[config.mk]
export PLATFORM = sky130hd
export DESIGN_NAME = pid_controller_clamped_flat
export DESIGN_NICKNAME = d
export VERILOG_FILES = /design/src/rtl/pidc_pkg.sv /design/src/rtl/pidc_if.sv /design/src/rtl/pidc_ctrl.sv /design/src/rtl/pidc_dp.sv /design/src/rtl/pid_controller_clamped.sv /design/src/flat_wrapper.sv
export SDC_FILE = /design/constraint.sdc
export NUM_CORES = 2
export LEC_CHECK = 0
export BUFFER_PORTS_ARGS = -buffer_cell sky130_fd_sc_hd__buf_4
export CAP_MARGIN = 10
export CORE_UTILIZATION = 65
export CTS_CLUSTER_DIAMETER = 40
export DETAILED_ROUTE_END_ITERATION = 6
export PLACE_DENSITY = 0.82
export SLEW_MARGIN = 15
export SYNTH_ARGS = -nofsm -noshare
export SYNTH_HDL_FRONTEND = slang
export SYNTH_HIERARCHICAL = 1
export SYNTH_SLANG_ARGS = --single-unit
[constraint.sdc]
create_clock -name clk -period 13.2 [get_ports clk]
set_clock_uncertainty 0.15 [all_clocks]
set_input_delay 1.32 -clock clk [delete_from_list [all_inputs] [get_ports clk]]
set_output_delay 1.32 -clock clk [all_outputs]
set_load 0.01 [all_outputs]
[src/rtl/pidc_pkg.sv]
// ----------------------------------------------------------------------------
// pidc_pkg
// Shared types, constants and saturation helpers for the clamped PID block.
// ----------------------------------------------------------------------------
`default_nettype none

package pidc_pkg;

  localparam int WordW  = 32;
  localparam int ProdW  = 64;
  localparam int AccW   = 50;
  localparam int FracW  = 16;
  localparam int RegIdxW = 3;

  localparam logic signed [WordW-1:0] DT_Q16 = 32'sd655;
  localparam logic signed [WordW-1:0] INV_DT = 32'sd100;

  localparam logic signed [WordW-1:0] WORD_MIN = {1'b1, {(WordW-1){1'b0}}};
  localparam logic signed [WordW-1:0] WORD_MAX = {1'b0, {(WordW-1){1'b1}}};

  localparam logic [RegIdxW-1:0] REG_GAIN_P        = 3'd0;
  localparam logic [RegIdxW-1:0] REG_GAIN_I        = 3'd1;
  localparam logic [RegIdxW-1:0] REG_GAIN_D        = 3'd2;
  localparam logic [RegIdxW-1:0] REG_DRIVE_FLOOR   = 3'd3;
  localparam logic [RegIdxW-1:0] REG_DRIVE_CEILING = 3'd4;
  localparam logic [RegIdxW-1:0] REG_ACCUM_FLOOR   = 3'd5;
  localparam logic [RegIdxW-1:0] REG_ACCUM_CEILING = 3'd6;

  localparam logic [2:0] STEP_NONE = 3'd0;
  localparam logic [2:0] STEP_DT   = 3'd1;
  localparam logic [2:0] STEP_DIFF = 3'd2;
  localparam logic [2:0] STEP_P    = 3'd3;
  localparam logic [2:0] STEP_I    = 3'd4;
  localparam logic [2:0] STEP_D    = 3'd5;
  localparam logic [2:0] STEP_SUM  = 3'd6;

  typedef logic signed [WordW-1:0] word_t;

  typedef struct packed {
    logic       load;
    logic [2:0] step;
    logic       finish;
  } pidc_cmd_t;

  function automatic word_t sat32(input logic signed [ProdW-1:0] x);
    if (x > ProdW'(WORD_MAX)) begin
      return WORD_MAX;
    end else if (x < ProdW'(WORD_MIN)) begin
      return WORD_MIN;
    end
    return word_t'(x[WordW-1:0]);
  endfunction

  function automatic word_t clamp32(input word_t x, input word_t lo, input word_t hi);
    if (x < lo) begin
      return lo;
    end else if (x > hi) begin
      return hi;
    end
    return x;
  endfunction

endpackage

`default_nettype wire

[src/rtl/pidc_if.sv]
// ----------------------------------------------------------------------------
// pidc channel interfaces
// Valid/ready channels for the sample input and the drive result.
// ----------------------------------------------------------------------------
`default_nettype none

interface pidc_in_if import pidc_pkg::*; ();
  logic  valid;
  logic  ready;
  word_t target;
  word_t measured;

  modport source (output valid, output target, output measured, input ready);
  modport sink   (input valid, input target, input measured, output ready);
endinterface

interface pidc_out_if import pidc_pkg::*; ();
  logic  valid;
  logic  ready;
  word_t drive;

  modport source (output valid, output drive, input ready);
  modport sink   (input valid, input drive, output ready);
endinterface

`default_nettype wire

[src/rtl/pidc_ctrl.sv]
// ----------------------------------------------------------------------------
// pidc_ctrl
// Sequencer for the PID step: accepts a sample, walks the shared multiplier
// through its five products and the final sum, and owns the output valid.
// ----------------------------------------------------------------------------
`default_nettype none

module pidc_ctrl import pidc_pkg::*; (
  input  logic      clk,
  input  logic      rst,
  input  logic      in_valid,
  output logic      in_ready,
  output logic      out_valid,
  input  logic      out_ready,
  output pidc_cmd_t cmd
);

  localparam logic [2:0] S_IDLE = 3'd0;
  localparam logic [2:0] S_DT   = 3'd1;
  localparam logic [2:0] S_DIFF = 3'd2;
  localparam logic [2:0] S_P    = 3'd3;
  localparam logic [2:0] S_I    = 3'd4;
  localparam logic [2:0] S_D    = 3'd5;
  localparam logic [2:0] S_SUM  = 3'd6;
  localparam logic [2:0] S_OUT  = 3'd7;

  logic [2:0] state;
  logic [2:0] state_next;
  logic       slot_free;

  assign in_ready  = (state == S_IDLE);
  assign slot_free = !out_valid || out_ready;

  always_comb begin
    state_next = state;
    cmd.load   = 1'b0;
    cmd.finish = 1'b0;
    cmd.step   = STEP_NONE;
    unique case (state)
      S_IDLE: begin
        if (in_valid) begin
          cmd.load   = 1'b1;
          state_next = S_DT;
        end
      end
      S_DT: begin
        cmd.step   = STEP_DT;
        state_next = S_DIFF;
      end
      S_DIFF: begin
        cmd.step   = STEP_DIFF;
        state_next = S_P;
      end
      S_P: begin
        cmd.step   = STEP_P;
        state_next = S_I;
      end
      S_I: begin
        cmd.step   = STEP_I;
        state_next = S_D;
      end
      S_D: begin
        cmd.step   = STEP_D;
        state_next = S_SUM;
      end
      S_SUM: begin
        cmd.step   = STEP_SUM;
        state_next = S_OUT;
      end
      S_OUT: begin
        if (slot_free) begin
          cmd.finish = 1'b1;
          state_next = S_IDLE;
        end
      end
      default: begin
        state_next = S_IDLE;
      end
    endcase
  end

  always_ff @(posedge clk) begin
    if (rst) begin
      state     <= S_IDLE;
      out_valid <= 1'b0;
    end else begin
      state <= state_next;
      if (cmd.finish) begin
        out_valid <= 1'b1;
      end else if (out_ready) begin
        out_valid <= 1'b0;
      end
    end
  end

endmodule

`default_nettype wire

[src/rtl/pidc_dp.sv]
// ----------------------------------------------------------------------------
// pidc_dp
// PID datapath: configuration registers, loop state, one shared 32x32
// multiplier with a registered product, term accumulator and output clamp.
// ----------------------------------------------------------------------------
`default_nettype none

module pidc_dp import pidc_pkg::*; (
  input  logic               clk,
  input  logic               rst,
  input  logic               write_enable,
  input  logic [RegIdxW-1:0] reg_index,
  input  word_t              write_data,
  input  pidc_cmd_t          cmd,
  input  word_t              target,
  input  word_t              measured,
  output word_t              drive
);

  word_t gain_p;
  word_t gain_i;
  word_t gain_d;
  word_t drive_floor;
  word_t drive_ceiling;
  word_t accum_floor;
  word_t accum_ceiling;

  word_t integral_sum;
  word_t previous_error;
  word_t err;
  word_t delta;

  logic signed [ProdW-1:0] prod;
  logic signed [ProdW-1:0] prod_q;
  logic signed [ProdW-1:0] mul_out;
  logic signed [AccW-1:0]  acc;
  word_t                   mul_a;
  word_t                   mul_b;
  logic signed [WordW:0]   in_diff;
  logic signed [WordW:0]   err_diff;

  assign in_diff  = (WordW+1)'(target) - (WordW+1)'(measured);
  assign err_diff = (WordW+1)'(err) - (WordW+1)'(previous_error);
  assign mul_out  = ProdW'(mul_a) * ProdW'(mul_b);
  assign prod_q   = prod >>> FracW;

  always_comb begin
    mul_a = '0;
    mul_b = '0;
    case (cmd.step)
      STEP_DT: begin
        mul_a = err;
        mul_b = DT_Q16;
      end
      STEP_DIFF: begin
        mul_a = delta;
        mul_b = INV_DT;
      end
      STEP_P: begin
        mul_a = gain_p;
        mul_b = err;
      end
      STEP_I: begin
        mul_a = gain_i;
        mul_b = integral_sum;
      end
      STEP_D: begin
        mul_a = gain_d;
        mul_b = delta;
      end
      default: begin
        mul_a = '0;
        mul_b = '0;
      end
    endcase
  end

  always_ff @(posedge clk) begin
    if (rst) begin
      gain_p        <= '0;
      gain_i        <= '0;
      gain_d        <= '0;
      drive_floor   <= WORD_MIN;
      drive_ceiling <= WORD_MAX;
      accum_floor   <= WORD_MIN;
      accum_ceiling <= WORD_MAX;
    end else if (write_enable) begin
      unique case (reg_index)
        REG_GAIN_P:        gain_p        <= write_data;
        REG_GAIN_I:        gain_i        <= write_data;
        REG_GAIN_D:        gain_d        <= write_data;
        REG_DRIVE_FLOOR:   drive_floor   <= write_data;
        REG_DRIVE_CEILING: drive_ceiling <= write_data;
        REG_ACCUM_FLOOR:   accum_floor   <= write_data;
        REG_ACCUM_CEILING: accum_ceiling <= write_data;
        default: ;
      endcase
    end
  end

  always_ff @(posedge clk) begin
    if (rst) begin
      integral_sum   <= '0;
      previous_error <= '0;
    end else begin
      if (cmd.step == STEP_DIFF) begin
        integral_sum <= clamp32(sat32(ProdW'(integral_sum) + prod_q),
                                accum_floor, accum_ceiling);
      end
      if (cmd.finish) begin
        previous_error <= err;
      end
    end
  end

  always_ff @(posedge clk) begin
    prod <= mul_out;
    if (cmd.load) begin
      err <= sat32(ProdW'(in_diff));
    end
    case (cmd.step)
      STEP_DT:  delta <= sat32(ProdW'(err_diff));
      STEP_P:   delta <= sat32(prod);
      STEP_I:   acc   <= AccW'(prod_q);
      STEP_D:   acc   <= acc + AccW'(prod_q);
      STEP_SUM: acc   <= acc + AccW'(prod_q);
      default: ;
    endcase
    if (cmd.finish) begin
      drive <= clamp32(sat32(ProdW'(acc)), drive_floor, drive_ceiling);
    end
  end

endmodule

`default_nettype wire

[src/rtl/pid_controller_clamped.sv]
// ----------------------------------------------------------------------------
// pid_controller_clamped
// Positional PID controller in signed Q16.16 with integral and output clamps.
// ----------------------------------------------------------------------------
// Each accepted sample (target, measured) produces one drive value. After its
// transfer on the sample side, the sequencer registers the error, then runs
// five products through a single shared 32x32 multiplier (error*dt,
// delta*100, and the three gain terms) plus a final accumulate and clamp
// before the next transfer. The drive sits in an output register, so the
// next sample is taken while a result waits; only a second result blocked
// behind an untaken one holds the sequencer. Configure through write_enable,
// reg_index and write_data while idle; unknown indexes are ignored.
// ----------------------------------------------------------------------------
`default_nettype none

module pid_controller_clamped import pidc_pkg::*; (
  input  logic               clk,
  input  logic               rst,
  input  logic               write_enable,
  input  logic [RegIdxW-1:0] reg_index,
  input  word_t              write_data,
  pidc_in_if.sink            sample,
  pidc_out_if.source         result
);

  pidc_cmd_t cmd;

  pidc_ctrl u_ctrl (
    .clk       (clk),
    .rst       (rst),
    .in_valid  (sample.valid),
    .in_ready  (sample.ready),
    .out_valid (result.valid),
    .out_ready (result.ready),
    .cmd       (cmd)
  );

  pidc_dp u_dp (
    .clk          (clk),
    .rst          (rst),
    .write_enable (write_enable),
    .reg_index    (reg_index),
    .write_data   (write_data),
    .cmd          (cmd),
    .target       (sample.target),
    .measured     (sample.measured),
    .drive        (result.drive)
  );

  a_busy_after_transfer: assert property (@(posedge clk) disable iff (rst)
    sample.valid && sample.ready |=> !sample.ready)
    else $error("sample accepted while a step is in flight");

  a_result_from_step: assert property (@(posedge clk) disable iff (rst)
    $rose(result.valid) |-> $past(!sample.ready))
    else $error("result raised without a step in flight");

  a_load_only_when_idle: assert property (@(posedge clk) disable iff (rst)
    cmd.load |-> sample.ready && cmd.step == STEP_NONE && !cmd.finish)
    else $error("load issued outside idle");

endmodule

`default_nettype wire
[src/flat_wrapper.sv]
// flat-port wrapper written by rule: the top's interface ports become plain ports
module pid_controller_clamped_flat import pidc_pkg::*;
  (clk, rst, write_enable, reg_index, write_data, sample_valid, sample_target, sample_measured, sample_ready, result_valid, result_drive, result_ready);
  pidc_in_if sample_i ();
  pidc_out_if result_i ();
  input  logic clk;
  input  logic rst;
  input  logic write_enable;
  input  logic [RegIdxW-1:0] reg_index;
  input  word_t write_data;
  input wire logic [$bits(sample_i.valid)-1:0] sample_valid;
  input wire logic [$bits(sample_i.target)-1:0] sample_target;
  input wire logic [$bits(sample_i.measured)-1:0] sample_measured;
  output wire logic [$bits(sample_i.ready)-1:0] sample_ready;
  output wire logic [$bits(result_i.valid)-1:0] result_valid;
  output wire logic [$bits(result_i.drive)-1:0] result_drive;
  input wire logic [$bits(result_i.ready)-1:0] result_ready;
  assign sample_i.valid = sample_valid;
  assign sample_i.target = sample_target;
  assign sample_i.measured = sample_measured;
  assign sample_ready = sample_i.ready;
  assign result_valid = result_i.valid;
  assign result_drive = result_i.drive;
  assign result_i.ready = result_ready;
  pid_controller_clamped u_core (.clk(clk), .rst(rst), .write_enable(write_enable), .reg_index(reg_index), .write_data(write_data), .sample(sample_i), .result(result_i));
endmodule
[After elaboration in Yosys (flattened, before gate mapping)]
Cells that the tools add are included.
Operators by class
  reduce and logical (&&, ||, !) cells: 16
  add/subtract/negate cells: 4
  muxes and demuxes: 61
  multiply operators: 1
  equal/unequal tests: 21
  magnitude comparators: 14
Operator list (number)
  $mux 32: 24
  $pmux 32 s5: 2
  $pmux 50 s2: 1
  $gt 33x32->1 const B: 2
  $lt 33x32->1 const B: 2
  $sub 32x32->33: 2
  $gt 32x32->1: 2
  $gt 64x32->1 const B: 1
  $lt 32x32->1: 2
  $lt 64x32->1 const B: 1
  $mul 32x32->64: 1
  $pmux 32 s2: 1
  $add 50x48->50: 1
  $gt 50x32->1 const B: 1
  $lt 50x32->1 const B: 1
  $add 32x48->49: 1
  $gt 49x32->1 const B: 1
  $lt 49x32->1 const B: 1
  $eq 3x3->1 const B: 10
  $mux 1: 29
  $pmux 3 s8: 1
  $eq 3x2->1 const B: 6
  $pmux 3 s6: 1
  $reduce_and 2->1: 8
  8 further kinds: 15
Word-level totals
  logic and storage cells: 133
  output and inout port bits: 34
  input bits: 104
  register bits: 502

[Longest topological paths before layout]
  word-level depth: 15
  gate-level depth with buffers: 42
  mapped depth without buffers: 39

[Modules after synthesis]
Netlist, hierarchy kept.
Modules (own cells, without submodules)
  pidc_dp: area an instance 68406.9 µm², seq. area each 11431.0 µm², cells an instance 7970, instances 1
  pidc_ctrl: area an instance 310.3 µm², seq. area each 80.1 µm², cells an instance 36, instances 1

[Least setup slack after synthesis]
Ideal clock, no wire load.
  path kind: flip-flop to flip-flop
  from: reg u_core.u_ctrl.state[0]
  to: reg u_core.u_dp.prod[63]
  arrival: 10.357 ns
  data required time: 12.978 ns
  setup slack: 2.620 ns
  path buffers: 3
  clock period less this slack: 10.580 ns
  setup time: 0.072 ns
  cell stages (with the launch flop): 39
  path through: dfxtp_1 > inv_1 > ha_1 > nor3_1 > nor2b_1 > clkbuf_1 > nor2b_1 > clkbuf_1 > a22oi_1 > o22ai_1 > clkbuf_1 > nand2_1 > fa_1 > inv_1 > fa_1 > inv_1 > fa_1 > fa_1 > [3 not listed] > fa_1 > inv_1 > fa_1 > inv_1 > ha_1 > a21o_1 > a21o_1 > a211oi_1 > o21a_1 > o31ai_1 > o2111ai_1 > a21oi_1 > o21ai_0 > nand2_1 > a221oi_1 > o311ai_0 > a21oi_1 > xnor2_1
RTL lines
  from (decl): line pidc_ctrl.sv:27  | logic [2:0] state;
  from (signal assigned): line pidc_ctrl.sv:87  | state <= state_next;
  to (signal assigned): line pidc_dp.sv:117  | prod <= mul_out;
  to (decl): line pidc_dp.sv:33  | logic signed [ProdW-1:0] prod;

==> metrics.cfg <==
[status]
outcome = completed

[synth]
ys_warn_count = 6
synth_top_family_by_area = adder cells
synth_fp_nets = 9671
synthArstFlopShare_pct = 0
synth-edff-count = 146
ys.flop_type = dfxtp_1
yosys.area_share.xor_xnor_pct = 2.60
synth_compound_area_share_pct = 12.8
syn_avg_cell_area_um2 = 8.58
synthMuxAreaShare_pct = 2.54
yosys.area_share.simple_pct = 15.2
synthAdderAreaFrac_pct = 40.4
synth_area_mm2 = 0.0687
synth_cell_types = 97
ys_ff_latch = 502
ys_seq_area_share_pct = 16.8
syn-instance-count = 8006

[cts]
hold_buffers = 0
clkLatencyLatePin_ns = 0.65
path_clk_slew_ns = 0.06
cts-root-buf = clkbuf_16
post_cts_buffers = 0
tritoncts = built
cts_buffers = 71
post_cts_resized = 0
cts_max_path_buffers = 3
clock_sinks = 502
htreeDepth = 3

[grt]
grt_first_pass_wirelength_um = 375000
track_usage_pct = 47.5
grt_pass1_vias = 61311
antenna_found_initial = 19
gr-total-overflow = 0
grt_start_max_net_pins = 114

[worst_setup_path]
crit_path_top_delay_cell = o22a_1
critPathKind = reg -> reg
critPathLaunchType = flop
cp_common_cell = fa_1
cp-end-kind = flop
crit_start = u_core/u_ctrl/state[0]
cp.required_ns = 13.56
r2r_slack_ns = 0.67
timing.rr.start = u_core/u_ctrl/state[0]
cpPeakStageDelay_ns = 1.04
arrival_ns = 12.89
crit_fanout = 47
r2r_end = u_core/u_dp/prod[63]
worst-r2r-cell-count = 33

[die]
die_w_um = 327
io_pins = 138
initial_core_util_pct = 65.9
fp.dieH_um = 327
die_area_mm2 = 0.107
fp-row-count = 118
core_region_area_mm2 = 0.104

[layout]
layout-drive-gt1-share_pct = 7.37
stdcell_area_mm2 = 0.0742
area_growth_pct = 8.04
fin_nets = 9681

[min_path]
holdPathEnd = u_core/u_dp/gain_i[12]
hold_depth = 2
hp-start = u_core/u_dp/gain_i[12]
min_path_type = reg -> reg

[routing]
drc = 0
drt-total-wl_um = 252000
wl_per_cell_um = 26.6
detail_route.first_pass.iterations = 7
drtIter0Drc = 7361
vias_per_cell = 6.33
vias = 59868
ant_nets = 0

[timing]
fin_crit_ns = 12.53
drv_slew = 0
rsz0062_at_grt = no
slew_headroom_pct = 11.4
finalSetupTns_ns = 0
setup_viol_count_final = 0
tightestPinTransition_ns = 1.33
final_hold_viol_count = 0
max_freq_mhz = 79.8
holdWs_ns = 0.304
post-route-period-util_pct = 94.9

[placement]
hpwl_um = 201000
placed_area_mm2 = 0.0718
finalWeightedCongestion = 1.05
port_buffers = 137

[flow_run]
drv_cap = 0

## Yosys cell counts, types with 54 or more instances
master    number  area [um^2]
a21o_1       129          968
a21oi_1      458         2290
a221oi_1      57          499
clkbuf_1     329         1230
dfxtp_1      356         7130
edfxtp_1     146         4380
fa_1        1086        21700
ha_1         475         5940
inv_1       1381         5180
mux2i_1      142         1420
nand2_1     1178         4420
nand2b_1      69          432
nand3_1       54          270
nand4_1       63          394
nor2_1       793         2980
o21a_1        69          518
o21ai_0      205         1030
xnor2_1      129         1130
xor2_1        73          639
## cells in the final DEF (no fill, tap or decap), types with 23 or more instances in the layout
master,n
buf_4,320
nand3_1,53
nor3_1,41
a21oi_1,450
nand4_1,63
mux2_2,29
a211o_1,39
xor2_1,73
edfxtp_1,146
fa_1,1086
xnor2_1,129
inv_1,1381
o211ai_1,25
a211oi_1,43
nand2_1,1176
o21ai_1,24
o21bai_1,49
a22oi_1,39
a21o_1,129
o21a_1,68
and3_1,23
dfxtp_1,356
nand3b_1,34
mux2i_1,141
o21ai_0,198
nor2_1,787
ha_1,475
a221oi_1,39
and2_1,42
nor2b_1,43
clkbuf_16,72
nand2b_1,68
## worst max path at each step
stage | end | depth (start not counted)
finish | u_core/u_dp/prod[63] | 33
detailed placement | u_core/u_dp/prod[63] | 33
CTS | u_core/u_dp/prod[63] | 33
floorplan | u_core/u_dp/prod[63] | 38
global route | u_core/u_dp/prod[63] | 33
global placement | u_core/u_dp/prod[63] | 33
## cell families (layout without fill, tap and decap cells)
family                     after synthesis  count (layout)
AOI/OAI and AO/OA                     1348            1348
xor gates and xnor gates               203             203
adders and majority gates             1566            1566
buffers and inverters                 1766            1834
DFF                                    502             502
muxes                                  171             171
other                                    0               9
and+or+nand+nor                       2450            2450
## layer usage
metal  global-route usage, %  wire length (um)  vias up
met1                    59.1             90800    29318
met4                    31.3             20000       22
li1                        -                 -    25626
met5                       0               138        -
met3                    16.8             34200     1017
met2                    70.1            107000     3885
## sequential cells by signal (all words and copies together) (netlist names), 32 cells and up
signal	cells
u_core/u_dp/prod	64
u_core/u_dp/gain_d	32
u_core/u_dp/delta	32
u_core/u_dp/err	32
u_core/u_dp/previous_error	32
u_core/u_dp/gain_p	32
u_core/u_dp/accum_floor	32
u_core/u_dp/integral_sum	32
u_core/u_dp/acc	50
u_core/u_dp/accum_ceiling	32
u_core/u_dp/drive_ceiling	32
u_core/u_dp/gain_i	32
u_core/u_dp/drive_floor	32
u_core/u_dp/drive	32
## area by class of cell
| class | count | area (um^2) |
|---|---|---|
| Timing Repair Buffer | 321 | 2420 |
| Fill cell | 8031 | 30000 |
| Clock inverter | 47 | 558 |
| Sequential cell | 502 | 11500 |
| Antenna cell | 9 | 22.5 |
| Tap cell | 1380 | 1730 |
| Inverter | 1382 | 5190 |
| Clock buffer | 84 | 1900 |
| Multi-Input combinational cell | 5738 | 50900 |
## critical path: cells and delay by family (launching register included)
kind / cells / cell delay [ns]
compound gates: 8 / 3.35
xor+xnor: 1 / 0.15
fa+ha+maj: 10 / 4.80
buf+inv: 6 / 0.80
simple gates: 8 / 2.70
flops: 1 / 0.34
## stage by stage
stage          util, %  instances  worst slack (ns)
2_1_floorplan        -       8006              2.62
3_3_place_gp      68.8       9323              1.30
3_5_place_dp      68.8       9323              1.09
4_1_cts           71.2       9454              1.05
5_1_grt           71.2       9456             0.213
6_report          71.2       9463             0.668
Power is not shown: default switching activity piles up to over one toggle a cycle in this logic, so the estimate is an artifact.
